--- src/rtl/servo_status_packet_parser_unit_macros.svh ---
// ----------------------------------------------------------------------------
// Servo status packet parser - assertion macros
// Shared concurrent assertion forms used by the parser modules.
// ----------------------------------------------------------------------------
`ifndef SERVO_STATUS_PACKET_PARSER_UNIT_MACROS_SVH
`define SERVO_STATUS_PACKET_PARSER_UNIT_MACROS_SVH

// Check a consequent in the same cycle as the antecedent
`define SSPP_ASSERT_NOW(label, clk, rst, ante, cons, msg) \
   label: assert property (@(posedge clk) disable iff (rst) (ante) |-> (cons)) \
      else $error(msg);

// Check a consequent in the cycle after the antecedent
`define SSPP_ASSERT_NEXT(label, clk, rst, ante, cons, msg) \
   label: assert property (@(posedge clk) disable iff (rst) (ante) |=> (cons)) \
      else $error(msg);

`endif

--- src/rtl/sspp_pkg.sv ---
// ----------------------------------------------------------------------------
// sspp_pkg
// Types, constants and the CRC-16 byte update shared by the parser modules.
// ----------------------------------------------------------------------------
package sspp_pkg;

   // Framing limits
   localparam int MIN_STATUS_LEN   = 11;
   localparam int MAX_PACKET_BYTES = 128;
   localparam int LEN_W            = $clog2(MAX_PACKET_BYTES + 1);
   localparam int MAX_LEN_FIELD    = MAX_PACKET_BYTES - 7;

   // Header and instruction bytes
   localparam logic [7:0] HDR_FF       = 8'hFF;
   localparam logic [7:0] HDR_FD       = 8'hFD;
   localparam logic [7:0] HDR_00       = 8'h00;
   localparam logic [7:0] INSTR_STATUS = 8'h55;
   localparam logic [15:0] LEN_OVERHEAD = 16'd7;
   localparam logic [15:0] LEN_FIELD_MIN = 16'd3;

   // Byte positions inside a packet
   localparam logic [LEN_W-1:0] POS_ID     = LEN_W'(4);
   localparam logic [LEN_W-1:0] POS_LEN_LO = LEN_W'(5);
   localparam logic [LEN_W-1:0] POS_LEN_HI = LEN_W'(6);
   localparam logic [LEN_W-1:0] POS_INSTR  = LEN_W'(7);
   localparam logic [LEN_W-1:0] POS_PARAM  = LEN_W'(9);

   // Configuration register indexes
   localparam logic [1:0] CSR_REGISTER_BYTES   = 2'd0;
   localparam logic [1:0] CSR_CRC_CHECK_ENABLE = 2'd1;
   localparam logic [1:0] CSR_PING_MODE        = 2'd2;

   // Result kinds
   localparam logic KIND_REPORT  = 1'b0;
   localparam logic KIND_SUMMARY = 1'b1;

   // Summary status codes
   localparam logic [1:0] ST_OK        = 2'd0;
   localparam logic [1:0] ST_SHORT     = 2'd1;
   localparam logic [1:0] ST_NO_HEADER = 2'd2;
   localparam logic [1:0] ST_NO_VALID  = 2'd3;

   // Result queue depth
   localparam int FIFO_DEPTH = 4;
   localparam int FIFO_AW    = $clog2(FIFO_DEPTH);

   typedef enum logic [0:0] {
      PH_HUNT = 1'b0,
      PH_BODY = 1'b1
   } phase_type;

   typedef struct packed {
      logic [2:0] register_bytes;
      logic       crc_check_enable;
      logic       ping_mode;
   } cfg_type;

   typedef struct packed {
      logic        result_kind;
      logic [7:0]  servo_id;
      logic [31:0] reg_value;
      logic [7:0]  valid_count;
      logic [1:0]  buffer_status;
      logic        last_of_run;
   } result_type;

   typedef struct packed {
      logic       valid;
      result_type data;
   } result_slot_type;

   // CRC-16, poly 0x8005, MSB first, one byte
   function automatic logic [15:0] crc_add(input logic [15:0] crc, input logic [7:0] b);
      logic [15:0] c;
      c = crc ^ {b, 8'h00};
      for (int k = 0; k < 8; k++) begin
         if (c[15]) begin
            c = {c[14:0], 1'b0} ^ 16'h8005;
         end else begin
            c = {c[14:0], 1'b0};
         end
      end
      return c;
   endfunction

   localparam logic [15:0] HDR_CRC =
      crc_add(crc_add(crc_add(crc_add(16'h0000, HDR_FF), HDR_FF), HDR_FD), HDR_00);

endpackage

--- src/rtl/sspp_result_fifo.sv ---
// ----------------------------------------------------------------------------
// sspp_result_fifo
// Result queue: takes up to two results per cycle while it has room, hands out one per beat.
// ----------------------------------------------------------------------------
module sspp_result_fifo
   import sspp_pkg::*;
(
   input  logic            clock,
   input  logic            reset,
   input  result_slot_type push_a,
   input  result_slot_type push_b,
   output logic            room,
   output logic            out_valid,
   input  logic            out_ready,
   output result_type      out_data
);

`include "servo_status_packet_parser_unit_macros.svh"

   result_type              mem_ff [FIFO_DEPTH];
   logic [FIFO_AW-1:0]      wr_ptr_ff, wr_ptr_in;
   logic [FIFO_AW-1:0]      rd_ptr_ff, rd_ptr_in;
   logic [FIFO_AW:0]        count_ff, count_in;
   logic                    pop;
   logic [FIFO_AW:0]        n_push;

   assign room      = count_ff <= (FIFO_AW + 1)'(FIFO_DEPTH - 2);
   assign out_valid = count_ff != '0;
   assign out_data  = mem_ff[rd_ptr_ff];
   assign pop       = out_valid && out_ready;
   assign n_push    = (FIFO_AW + 1)'(push_a.valid) + (FIFO_AW + 1)'(push_b.valid);

   // Advance pointers and occupancy
   always_comb begin
      wr_ptr_in = wr_ptr_ff + FIFO_AW'(n_push);
      rd_ptr_in = pop ? rd_ptr_ff + 1'b1 : rd_ptr_ff;
      count_in  = count_ff + n_push - (FIFO_AW + 1)'(pop);
   end

   always_ff @(posedge clock) begin
      if (reset) begin
         wr_ptr_ff <= '0;
         rd_ptr_ff <= '0;
         count_ff  <= '0;
      end else begin
         wr_ptr_ff <= wr_ptr_in;
         rd_ptr_ff <= rd_ptr_in;
         count_ff  <= count_in;
      end
   end

   // Store entries, report first when both arrive
   always_ff @(posedge clock) begin
      if (push_a.valid) begin
         mem_ff[wr_ptr_ff] <= push_a.data;
         if (push_b.valid) begin
            mem_ff[wr_ptr_ff + 1'b1] <= push_b.data;
         end
      end else if (push_b.valid) begin
         mem_ff[wr_ptr_ff] <= push_b.data;
      end
   end

   `SSPP_ASSERT_NOW(a_fifo_bound, clock, reset, 1'b1,
      count_ff <= (FIFO_AW + 1)'(FIFO_DEPTH), "result queue over capacity")
   `SSPP_ASSERT_NOW(a_fifo_push_room, clock, reset, push_a.valid || push_b.valid,
      room, "result pushed without room for two entries")
   `SSPP_ASSERT_NEXT(a_fifo_two_push, clock, reset,
      push_a.valid && push_b.valid && !pop, count_ff == $past(count_ff) + 2'd2,
      "double push lost an entry")

endmodule

--- src/rtl/sspp_parser.sv ---
// ----------------------------------------------------------------------------
// sspp_parser
// Per-byte header hunt, field capture, CRC update and result build; holds
// the configuration registers.
// ----------------------------------------------------------------------------
module sspp_parser
   import sspp_pkg::*;
(
   input  logic            clock,
   input  logic            reset,
   input  logic            csr_we,
   input  logic [1:0]      csr_index,
   input  logic [2:0]      csr_wdata,
   input  logic            fire,
   input  logic [7:0]      rx_byte,
   input  logic            end_of_buffer,
   output result_slot_type report,
   output result_slot_type summary
);

`include "servo_status_packet_parser_unit_macros.svh"

   cfg_type            cfg_ff, cfg_in;
   phase_type          phase_ff, phase_in;
   logic [1:0]         hdr_prog_ff, hdr_prog_in;
   logic [LEN_W-1:0]   pos_ff, pos_in;
   logic [LEN_W-1:0]   plen_ff, plen_in;
   logic [7:0]         len_lo_ff, len_lo_in;
   logic [15:0]        crc_ff, crc_in;
   logic [7:0]         crc_lo_ff, crc_lo_in;
   logic [7:0]         id_ff, id_in;
   logic [7:0]         instr_ff, instr_in;
   logic [31:0]        acc_ff, acc_in;
   logic [7:0]         byte_cnt_ff, byte_cnt_in;
   logic [7:0]         good_cnt_ff, good_cnt_in;
   logic               hdr_seen_ff, hdr_seen_in;

   logic [LEN_W:0]     pos_p2;
   logic [LEN_W:0]     plen_x;
   logic [15:0]        len_field;
   logic [2:0]         nbytes;
   logic [LEN_W-1:0]   lane;
   logic               pkt_ok;
   logic [1:0]         status;

   // Decode configuration writes
   always_comb begin
      cfg_in = cfg_ff;
      unique case (csr_index)
         CSR_REGISTER_BYTES:   cfg_in.register_bytes   = csr_wdata;
         CSR_CRC_CHECK_ENABLE: cfg_in.crc_check_enable = csr_wdata[0];
         CSR_PING_MODE:        cfg_in.ping_mode        = csr_wdata[0];
         default:              cfg_in = cfg_ff;
      endcase
   end

   always_ff @(posedge clock) begin
      if (reset) begin
         cfg_ff <= '{register_bytes: 3'd4, crc_check_enable: 1'b1, ping_mode: 1'b0};
      end else if (csr_we) begin
         cfg_ff <= cfg_in;
      end
   end

   assign pos_p2    = {1'b0, pos_ff} + (LEN_W + 1)'(2);
   assign plen_x    = {1'b0, plen_ff};
   assign len_field = {rx_byte, len_lo_ff};
   assign nbytes    = (cfg_ff.register_bytes > 3'd4) ? 3'd4 : cfg_ff.register_bytes;
   assign lane      = pos_ff - POS_PARAM;

   // Next parse state and results for one byte
   always_comb begin
      phase_in    = phase_ff;
      hdr_prog_in = hdr_prog_ff;
      pos_in      = pos_ff;
      plen_in     = plen_ff;
      len_lo_in   = len_lo_ff;
      crc_in      = crc_ff;
      crc_lo_in   = crc_lo_ff;
      id_in       = id_ff;
      instr_in    = instr_ff;
      acc_in      = acc_ff;
      hdr_seen_in = hdr_seen_ff;
      byte_cnt_in = (byte_cnt_ff == 8'hFF) ? byte_cnt_ff : byte_cnt_ff + 8'd1;
      pkt_ok      = 1'b0;

      unique case (phase_ff)
         PH_HUNT: begin
            if (hdr_prog_ff == 2'd3 && rx_byte == HDR_00) begin
               hdr_seen_in = 1'b1;
               hdr_prog_in = 2'd0;
               phase_in    = PH_BODY;
               pos_in      = POS_ID;
               crc_in      = HDR_CRC;
               acc_in      = '0;
               plen_in     = '0;
               len_lo_in   = '0;
            end else if (rx_byte == HDR_FF) begin
               hdr_prog_in = (hdr_prog_ff >= 2'd1) ? 2'd2 : 2'd1;
            end else if (rx_byte == HDR_FD && hdr_prog_ff == 2'd2) begin
               hdr_prog_in = 2'd3;
            end else begin
               hdr_prog_in = 2'd0;
            end
         end
         PH_BODY: begin
            pos_in = pos_ff + 1'b1;
            if (pos_p2 < plen_x || pos_ff < POS_INSTR) begin
               crc_in = crc_add(crc_ff, rx_byte);
            end
            if (pos_ff == POS_ID) begin
               id_in = rx_byte;
            end else if (pos_ff == POS_LEN_LO) begin
               len_lo_in = rx_byte;
            end else if (pos_ff == POS_LEN_HI) begin
               // drop lengths with no room for the fields or beyond the limit
               if (len_field < LEN_FIELD_MIN || len_field > 16'(MAX_LEN_FIELD)) begin
                  phase_in    = PH_HUNT;
                  hdr_prog_in = 2'd0;
               end else begin
                  plen_in = LEN_W'(len_field + LEN_OVERHEAD);
               end
            end else if (pos_ff == POS_INSTR) begin
               instr_in = rx_byte;
            end else if (pos_p2 < plen_x) begin
               if (pos_ff >= POS_PARAM && lane < LEN_W'(nbytes)) begin
                  acc_in = acc_ff | ({24'h0, rx_byte} << {lane[1:0], 3'b000});
               end
            end else if (pos_p2 == plen_x) begin
               crc_lo_in = rx_byte;
            end else begin
               // last CRC byte closes the packet
               pkt_ok = instr_ff == INSTR_STATUS &&
                        plen_ff >= LEN_W'(MIN_STATUS_LEN) &&
                        !(cfg_ff.crc_check_enable &&
                          (crc_lo_ff != crc_ff[7:0] || rx_byte != crc_ff[15:8]));
               phase_in    = PH_HUNT;
               hdr_prog_in = 2'd0;
            end
         end
         default: phase_in = PH_HUNT;
      endcase

      good_cnt_in = (pkt_ok && good_cnt_ff != 8'hFF) ? good_cnt_ff + 8'd1 : good_cnt_ff;
   end

   // Rank summary status: short buffer, then no header, then no packet
   always_comb begin
      if (byte_cnt_in < 8'(MIN_STATUS_LEN)) begin
         status = ST_SHORT;
      end else if (!hdr_seen_in) begin
         status = ST_NO_HEADER;
      end else if (good_cnt_in == 8'd0) begin
         status = ST_NO_VALID;
      end else begin
         status = ST_OK;
      end
   end

   // Build the two result slots
   always_comb begin
      report.valid              = fire && pkt_ok;
      report.data.result_kind   = KIND_REPORT;
      report.data.servo_id      = id_ff;
      report.data.reg_value     = cfg_ff.ping_mode ? 32'h0 : acc_ff;
      report.data.valid_count   = 8'h00;
      report.data.buffer_status = ST_OK;
      report.data.last_of_run   = !end_of_buffer;

      summary.valid              = fire && end_of_buffer;
      summary.data.result_kind   = KIND_SUMMARY;
      summary.data.servo_id      = 8'h00;
      summary.data.reg_value     = 32'h0;
      summary.data.valid_count   = good_cnt_in;
      summary.data.buffer_status = status;
      summary.data.last_of_run   = 1'b1;
   end

   // Update state on each byte; clear per-buffer state after a summary
   always_ff @(posedge clock) begin
      if (reset || (fire && end_of_buffer)) begin
         phase_ff    <= PH_HUNT;
         hdr_prog_ff <= '0;
         pos_ff      <= '0;
         plen_ff     <= '0;
         len_lo_ff   <= '0;
         crc_ff      <= '0;
         crc_lo_ff   <= '0;
         id_ff       <= '0;
         instr_ff    <= '0;
         acc_ff      <= '0;
         byte_cnt_ff <= '0;
         good_cnt_ff <= '0;
         hdr_seen_ff <= 1'b0;
      end else if (fire) begin
         phase_ff    <= phase_in;
         hdr_prog_ff <= hdr_prog_in;
         pos_ff      <= pos_in;
         plen_ff     <= plen_in;
         len_lo_ff   <= len_lo_in;
         crc_ff      <= crc_in;
         crc_lo_ff   <= crc_lo_in;
         id_ff       <= id_in;
         instr_ff    <= instr_in;
         acc_ff      <= acc_in;
         byte_cnt_ff <= byte_cnt_in;
         good_cnt_ff <= good_cnt_in;
         hdr_seen_ff <= hdr_seen_in;
      end
   end

   `SSPP_ASSERT_NOW(a_body_pos, clock, reset, phase_ff == PH_BODY,
      pos_ff >= POS_ID, "packet body position below the ID byte")
   `SSPP_ASSERT_NEXT(a_eob_clear, clock, reset, fire && end_of_buffer,
      good_cnt_ff == 8'd0 && !hdr_seen_ff && phase_ff == PH_HUNT,
      "buffer state not cleared after summary")
   `SSPP_ASSERT_NOW(a_report_seen, clock, reset, report.valid,
      hdr_seen_ff, "packet reported without a header")

endmodule

--- src/rtl/servo_status_packet_parser_unit.sv ---
// ----------------------------------------------------------------------------
// servo_status_packet_parser_unit
// Servo bus status packet parser: reports ID and register value of each
// good status packet and a per-buffer summary.
//
//   Channel   Dir  Handshake            Contents
//   req_*     in   tvalid/tready/tlast  tdata: rx_byte; tlast: end_of_buffer
//   rsp_*     out  tvalid/tready/tlast  tdata: id, value, count, status;
//                                       tuser: result_kind; tlast: last_of_run
//   csr_*     in   we                   index 0..2, data 3 bits
//
// One byte per cycle sustained while the queue has room. A byte is held in the input
// register and is parsed into a four-entry result queue; its results are registered
// there and appear on rsp_ in order. The input register advances only while the queue
// has room for two results, so a stalled rsp_ side backs up into req_tready.
// Synchronous reset clears the parse state, the queue and the configuration
// (register_bytes 4, CRC check on, ping mode off).
// ----------------------------------------------------------------------------
module servo_status_packet_parser_unit
   import sspp_pkg::*;
(
   input  logic        clock,
   input  logic        reset,
   // configuration write port
   input  logic        csr_we,
   input  logic [1:0]  csr_index,
   input  logic [2:0]  csr_wdata,
   // received bytes
   input  logic        req_tvalid,
   output logic        req_tready,
   input  logic [7:0]  req_tdata,   // [7:0] rx_byte
   input  logic        req_tlast,
   // results
   output logic        rsp_tvalid,
   input  logic        rsp_tready,
   output logic [55:0] rsp_tdata,   // [7:0] servo_id, [39:8] reg_value,
                                    // [47:40] valid_count, [49:48] buffer_status
   output logic        rsp_tuser,   // [0] result_kind
   output logic        rsp_tlast
);

   logic            in_valid_ff, in_valid_in;
   logic [7:0]      in_byte_ff;
   logic            in_eob_ff;
   logic            room;
   logic            fire;
   result_slot_type report;
   result_slot_type summary;
   result_type      head;

   // Parse the held byte when the queue can take both results
   assign fire        = in_valid_ff && room;
   assign req_tready  = !in_valid_ff || fire;
   assign in_valid_in = (req_tvalid && req_tready) || (in_valid_ff && !fire);

   always_ff @(posedge clock) begin
      if (reset) begin
         in_valid_ff <= 1'b0;
      end else begin
         in_valid_ff <= in_valid_in;
      end
   end

   // Hold payload until parsed
   always_ff @(posedge clock) begin
      if (req_tvalid && req_tready) begin
         in_byte_ff <= req_tdata;
         in_eob_ff  <= req_tlast;
      end
   end

   sspp_parser u_parser (
      .clock         (clock),
      .reset         (reset),
      .csr_we        (csr_we),
      .csr_index     (csr_index),
      .csr_wdata     (csr_wdata),
      .fire          (fire),
      .rx_byte       (in_byte_ff),
      .end_of_buffer (in_eob_ff),
      .report        (report),
      .summary       (summary)
   );

   sspp_result_fifo u_fifo (
      .clock     (clock),
      .reset     (reset),
      .push_a    (report),
      .push_b    (summary),
      .room      (room),
      .out_valid (rsp_tvalid),
      .out_ready (rsp_tready),
      .out_data  (head)
   );

   // Pack the result beat
   assign rsp_tdata = {6'b000000, head.buffer_status, head.valid_count,
                       head.reg_value, head.servo_id};
   assign rsp_tuser = head.result_kind;
   assign rsp_tlast = head.last_of_run;

endmodule
--- config.mk ---
export PLATFORM = sky130hd
export DESIGN_NAME = servo_status_packet_parser_unit
export DESIGN_NICKNAME = d
export VERILOG_FILES = /design/src/rtl/sspp_pkg.sv /design/src/rtl/sspp_result_fifo.sv /design/src/rtl/sspp_parser.sv /design/src/rtl/servo_status_packet_parser_unit.sv
export VERILOG_INCLUDE_DIRS = /design/src /design/src/rtl
export SDC_FILE = /design/constraint.sdc
export NUM_CORES = 1
export LEC_CHECK = 0
export BUFFER_PORTS_ARGS = -buffer_cell sky130_fd_sc_hd__buf_2
export CELL_PAD_IN_SITES_DETAIL_PLACEMENT = 0
export CELL_PAD_IN_SITES_GLOBAL_PLACEMENT = 1
export CORE_AREA = 4 4 196 198
export DETAILED_ROUTE_END_ITERATION = 10
export DIE_AREA = 0 0 200 202
export MAX_ROUTING_LAYER = met4
export PLACE_DENSITY_LB_ADDON = 0.15
export SETUP_SLACK_MARGIN = 0.1
export SYNTH_ARGS = -nofsm -noshare
export SYNTH_HDL_FRONTEND = slang
export SYNTH_SLANG_ARGS = --single-unit
--- constraint.sdc ---
create_clock -name clock -period 4.8 [get_ports clock]
set_clock_uncertainty 0.2 [all_clocks]
set_input_delay 0.96 -clock clock [delete_from_list [all_inputs] [get_ports clock]]
set_output_delay 0.96 -clock clock [all_outputs]
set_load 0.03 [all_outputs]
; After elaboration in Yosys (flattened, before gate mapping)
; Memories as Yosys holds them, arrays and structs flattened. A register that Yosys moved wholly into a read port is not among the register bits.
; Cells that the tools add are included.
[totals]
regBits = 138
ramBits = 208
in_bits = 19
output_inout_bits = 60
word_cells = 225
mem_count = 1
[classes]
addsub = 12
n_lt_le_gt_ge = 11
eq_ne = 31
shift = 1
mux = 91
bitwise = 17
reduce_logical = 39
[mem_list]
columns = name, depth, width, read_ports, rd_clocked_by_memory_dff, wr, line_no
row1 = u_fifo.mem_ff, 4, 52, 1, 1, 2, sspp_result_fifo.sv:20  ; result_type mem_ff [FIFO_DEPTH];
[ops]
columns = op, count
row1 = $mux W16, 24
row2 = $mux W32, 8
row3 = $mux W8, 10
row4 = $pmux W32 S2, 1
row5 = $mux W52, 1
row6 = $pmux W8 S2, 3
row7 = $eq A8 B3 Y1 const B, 4
row8 = $mux W2, 16
row9 = $or A32 B32 Y32, 1
row10 = $pmux W16 S2, 1
row11 = $shl A8 B5 Y32, 1
row12 = $add A8 B1 Y8 const B, 3
row13 = $eq A8 B8 Y1 const B, 3
row14 = $mux W1, 24
row15 = $not A3 Y3, 8
row16 = $ne A2 B2 Y1 const B, 10
row17 = $ge A8 B4 Y1 const B, 2
row18 = $gt A16 B7 Y1 const B, 1
row19 = $logic_not A8 Y1, 2
row20 = $lt A16 B2 Y1 const B, 1
row21 = $ne A8 B8 Y1, 2
row22 = $reduce_and A8 Y1, 2
row23 = $xor A16 B16 Y16, 1
row24 = $logic_and A1 B1 Y1, 13
row25 = other kinds (36), 60

; Longest topological paths before layout
[depth]
ltp_word = 33
mapped_depth = 19

; By module
; Synthesis repeated with hierarchy kept, for this count alone.
[unflattened]
cells_unflattened = 1406
hier_area_um2 = 18089.8
[modules_own_cells]
columns = module, n_inst, cells_per_inst, area_each_um2
row1 = sspp_result_fifo, 1, 560, 10859.2
row2 = sspp_parser, 1, 824, 6849.1
row3 = servo_status_packet_parser_unit, 1, 22, 381.6

; Worst setup path after synthesis
; Ideal clock, no wire load.
[synth_path]
kind = register to register
startpoint = register u_parser.pos_ff[1]
endpoint = memory u_fifo.mem_ff[1][10] in the netlist's numbering, enable pin
setup_time_ns = 0.338
t_arrival_ns = 3.864
path_slack_ns = 0.398
stages_incl_launch_ff = 18
path_buffers = 0
period_less_slack_ns = 4.402
path_cell_list = dfxtp_1 ha_1 and3_1 nand3_1 xnor2_1 ha_1 nand3_1 a211oi_1 a2111oi_4 nor2_1 nand2_1 or3_1 inv_1 ha_1 inv_1 nor3_1 nor2_1 inv_1
[synth_rtl]
columns = element, line_no
row1 = "start, declared", sspp_parser.sv:26  ; logic [LEN_W-1:0] pos_ff, pos_in;
row2 = "start signal, assigned", sspp_parser.sv:198  ; pos_ff <= pos_in;
row3 = "end, declared", sspp_result_fifo.sv:20

; Final worst setup path
[layout_path]
startpoint = register u_parser.pos_ff[1]
endpoint = register u_fifo.count_ff[2]
[layout_between]
elab_chain_cells = 13
elab_cells_between_ends = 18
cone_classes = add/sub: 4 / order compare: 1 / eq/ne: 5 / mux: 7 / reduce/logical: 1
[layout_lines]
columns = element, line_no
row1 = branches (longest 7 deep; another with $add A8 B2 Y9), -
row2 = $mux W1 (*), sspp_parser.sv:111  ; if (pos_ff == POS_ID) begin
row3 = $mux W1 (*), sspp_parser.sv:87  ; unique case (phase_ff)
row4 = $logic_and A1 B1 Y1 (*), sspp_parser.sv:162  ; report.valid = fire && pkt_ok;
row5 = $add A1 B1 Y2 (*), sspp_result_fifo.sv:31  ; assign n_push = (FIFO_AW + 1)'(push_a.valid) + (FIFO_AW + 1)'(push_b.valid);
row6 = $add A3 B3 Y3 (*), sspp_result_fifo.sv:37  ; count_in = count_ff + n_push - (FIFO_AW + 1)'(pop);
row7 = $sub A3 B1 Y3 (*), sspp_result_fifo.sv:37
row8 = "end signal, assigned", sspp_result_fifo.sv:48  ; count_ff <= count_in;
row9 = "end, declared", sspp_result_fifo.sv:23  ; logic [FIFO_AW:0] count_ff, count_in;
; Mark *: on every way between the ends.
; A chain may end at the register's enable or synchronous reset.

==> impl_results.md <==
* Area growth, synth to finish at 13.7%
* Critical Path AT at 4.54 ns
* R2R setup slack at 0.48 ns
* Static leakage at 6.43 nW
* Number of synthesized register bits at 348
* Placer Congestion at 0.849
* EDFF count, synth at 49
* Nets at 1,776
* DR WL/cell at 20.1 um
* Residual DRC at 0
* Root buffer cell: clkbuf_16
* Min Tclk post-route at 4.32 ns
* # port buffers at 72
* Hold-fix buffer count after cts at 0
* Die ar. at 0.0404 sq mm
* Initial Util at 0.426
* Synth Instances at 1,687
* RSZ-0062 raised after global routing: no
* CTS max path bufs at 3
* Area leader, netlist: dfxtp_1
* Max-cap violations at 0
* Die width at 200 um
* Worst-Skew Late Latency at 0.56 ns
* Cells after DPL at 2,150
* Worst EP required at 5.02 ns
* Fin crit share at 0.899
* Max IR drop VDD at 0.307 mV
* Most frequent cells in the layout: dfxtp_1, nand2_1, a21oi_1
* Setup ws final at 0.484 ns
* Crit start category: register
* Hold Path Class: register to register
* Final-report setup violation count at 0
* GR Util All Layers at 0.225
* Largest net degree at the start of global routing at 58
* Critical path peak fanout at 7
* Number of I/O pins at 79
* Max transition margin at 0.235
* Hold Path Depth at 2
* WS Path Type: register to register
* DRT antenna net count at 0
* DP HPWL at 28,000 um
* Syn. warnings at 0
* Clock-pin slew on the worst setup and hold paths at 0.06 ns
* F_max at 232 MHz
* Clock Sinks at 348
* Post-CTS Setup Inserts at 0
* CTS buffer count at 39
* Core Rows at 70
* Sequential area share after synthesis at 0.479
* DR vias/cell at 5.57
* Vias in the first global route at 11,900
* Top cell type's share of synthesized area at 0.385
* Status: finished clean
* R2R cell count at 19
* Power Density at 381 mW/mm^2
* Pre-CTS setup slack at 0.0946 ns
* Mapped Area at 0.0156 sq mm
* Most common cell after layout, fill and taps aside: dfxtp_1
* Fin cells at 2,216
* Share of cells above drive strength 1 at 0.152
* Worst hold slack at 0.243 ns
* Antenna Cells at 0
* WHS Endpoint: u_fifo.mem_ff[1][51]
* Global-route wire length before repair at 69,800 um
* CORE AREA at 0.0365 sq mm
* Crit. End Element: register
* Fin Setup TNS at 0 ns
* CTS tree: built
* H-tree levels at 2
* Syn avg cell area at 9.22 sq um
* Yosys cell types at 75
* Max-slew violations at 0
* First-pass iteration count of the detailed router at 5
* HP Start: u_fifo.mem_ff[1][51]
* RR Startpoint: u_parser.pos_ff[1]
* Pwr Total at 0.00673 W
* Ys async rst share at 0
* Synth area leaders: dfxtp_1, edfxtp_1, mux4_2
* Final hold violations at 0
* Initial detailed-routing violation count at 795
* Routed WL at 44,500 um
* RR Endpoint: u_fifo.count_ff[2]
* Die Height at 202 um
* Initial antenna violation count at 0
* Slew @ Worst Pin at 1.15 ns
* Top FF cell, synth: dfxtp_1
* Total gr overflow at 0
* Vias at 12,300
-- cell type report --
class | count | area (sq um)
Fill cell | 3473 | 18800
Multi-Input combinational cell | 1174 | 7490
Sequential cell | 348 | 7460
Clock buffer | 56 | 1090
Timing Repair Buffer | 125 | 850
Tap cell | 468 | 586
Inverter | 35 | 135
Clock inverter | 10 | 71.3
-- repair_timing --
item                       4_1_cts  5_1_grt
pin swaps                        0        0
setup endpoints to repair       10      103
gates resized for setup          1        6
-- critical path: stages (launching register included) --
cell and delay [ns]:
dfxtp_1 0.46, ha_1 0.29, and3_1 0.20, nand3_1 0.10, xnor2_1 0.16, ha_1 0.32
nand3_1 0.10, a211oi_2 0.25, a2111oi_4 0.10, nor2_1 0.18, nand2_1 0.07, or3_1 0.41
inv_1 0.08, ha_1 0.20, inv_1 0.12, ha_1 0.28, inv_1 0.05, fa_1 0.42
xnor2_1 0.17, nor2_1 0.05
-- flip-flops by register name (all words and copies together) (netlist names), 3 cells and up, named ones only --
register	cells
in_byte_ff	8
u_fifo.count_ff	3
u_fifo.mem_ff	208
u_parser.acc_ff	32
u_parser.byte_cnt_ff	8
u_parser.cfg_ff	5
u_parser.crc_ff	16
u_parser.crc_lo_ff	8
u_parser.good_cnt_ff	8
u_parser.id_ff	8
u_parser.instr_ff	8
u_parser.len_lo_ff	8
u_parser.plen_ff	8
u_parser.pos_ff	8
-- cell families after synthesis --
family,share of synthesized area
adders and majority gates,0.0278
other,0.000241
and+or+nand+nor,0.197
DFF,0.479
buffers and inverters,0.0442
muxes,0.0891
xor gates and xnor gates,0.0352
AOI/OAI and AO/OA,0.127
-- through the flow --
step	utilization	instance area [sq um]
floorplan	-	15600
global placement	0.452	16500
detailed placement	0.452	16500
CTS	0.484	17700
global route	0.484	17700
finish	0.484	17700
-- how the worst max path moves through the flow --
stage                        from              endpoint  depth (start not counted)
2_1_floorplan  u_parser.pos_ff[1]  u_fifo.mem_ff[1][10]                         17
3_3_place_gp   u_parser.pos_ff[1]   u_fifo.mem_ff[1][5]                         17
3_5_place_dp   u_parser.pos_ff[1]   u_fifo.mem_ff[1][7]                         17
4_1_cts        u_parser.pos_ff[1]   u_fifo.mem_ff[1][6]                         17
5_1_grt        u_parser.pos_ff[1]    u_fifo.count_ff[2]                         19
6_report       u_parser.pos_ff[1]    u_fifo.count_ff[2]                         19
-- cells in the mapped netlist, drive strengths merged, types with 5 or more instances --
library cell	number
a32o	11
nor2	149
nor3	23
and3	6
a22oi	15
clkbuf	101
xor2	29
a211oi	7
or3	6
edfxtp	49
nand3b	6
nor2b	13
o21ai	17
a21oi	232
mux2i	21
nand2b	9
and2	8
dfxtp	299
nand4	10
a211o	5
a31oi	6
buf	34
a311oi	5
inv	35
xnor2	31
nand3	163
nor4	8
mux4	52
ha	33
nand2	247
-- power breakdown --
group / total (W) / internal [W] / switching (W) / leakage, nW
Combinational: 0.000806 / 0.000323 / 0.000484 / 2.97
Sequential: 0.00316 / 0.00301 / 0.000146 / 2.90
Clock: 0.00277 / 0.00158 / 0.00119 / 0.570
-- metal layers --
metal | part of all wire | track usage | vias up
li1 | - | - | 5972
met1 | 0.46 | 0.306 | 6004
met2 | 0.47 | 0.349 | 317
met3 | 0.058 | 0.0447 | 46
met4 | 0.015 | 0.0526 | 0
met5 | 0 | - | -
(Power assumes the default switching activity.)
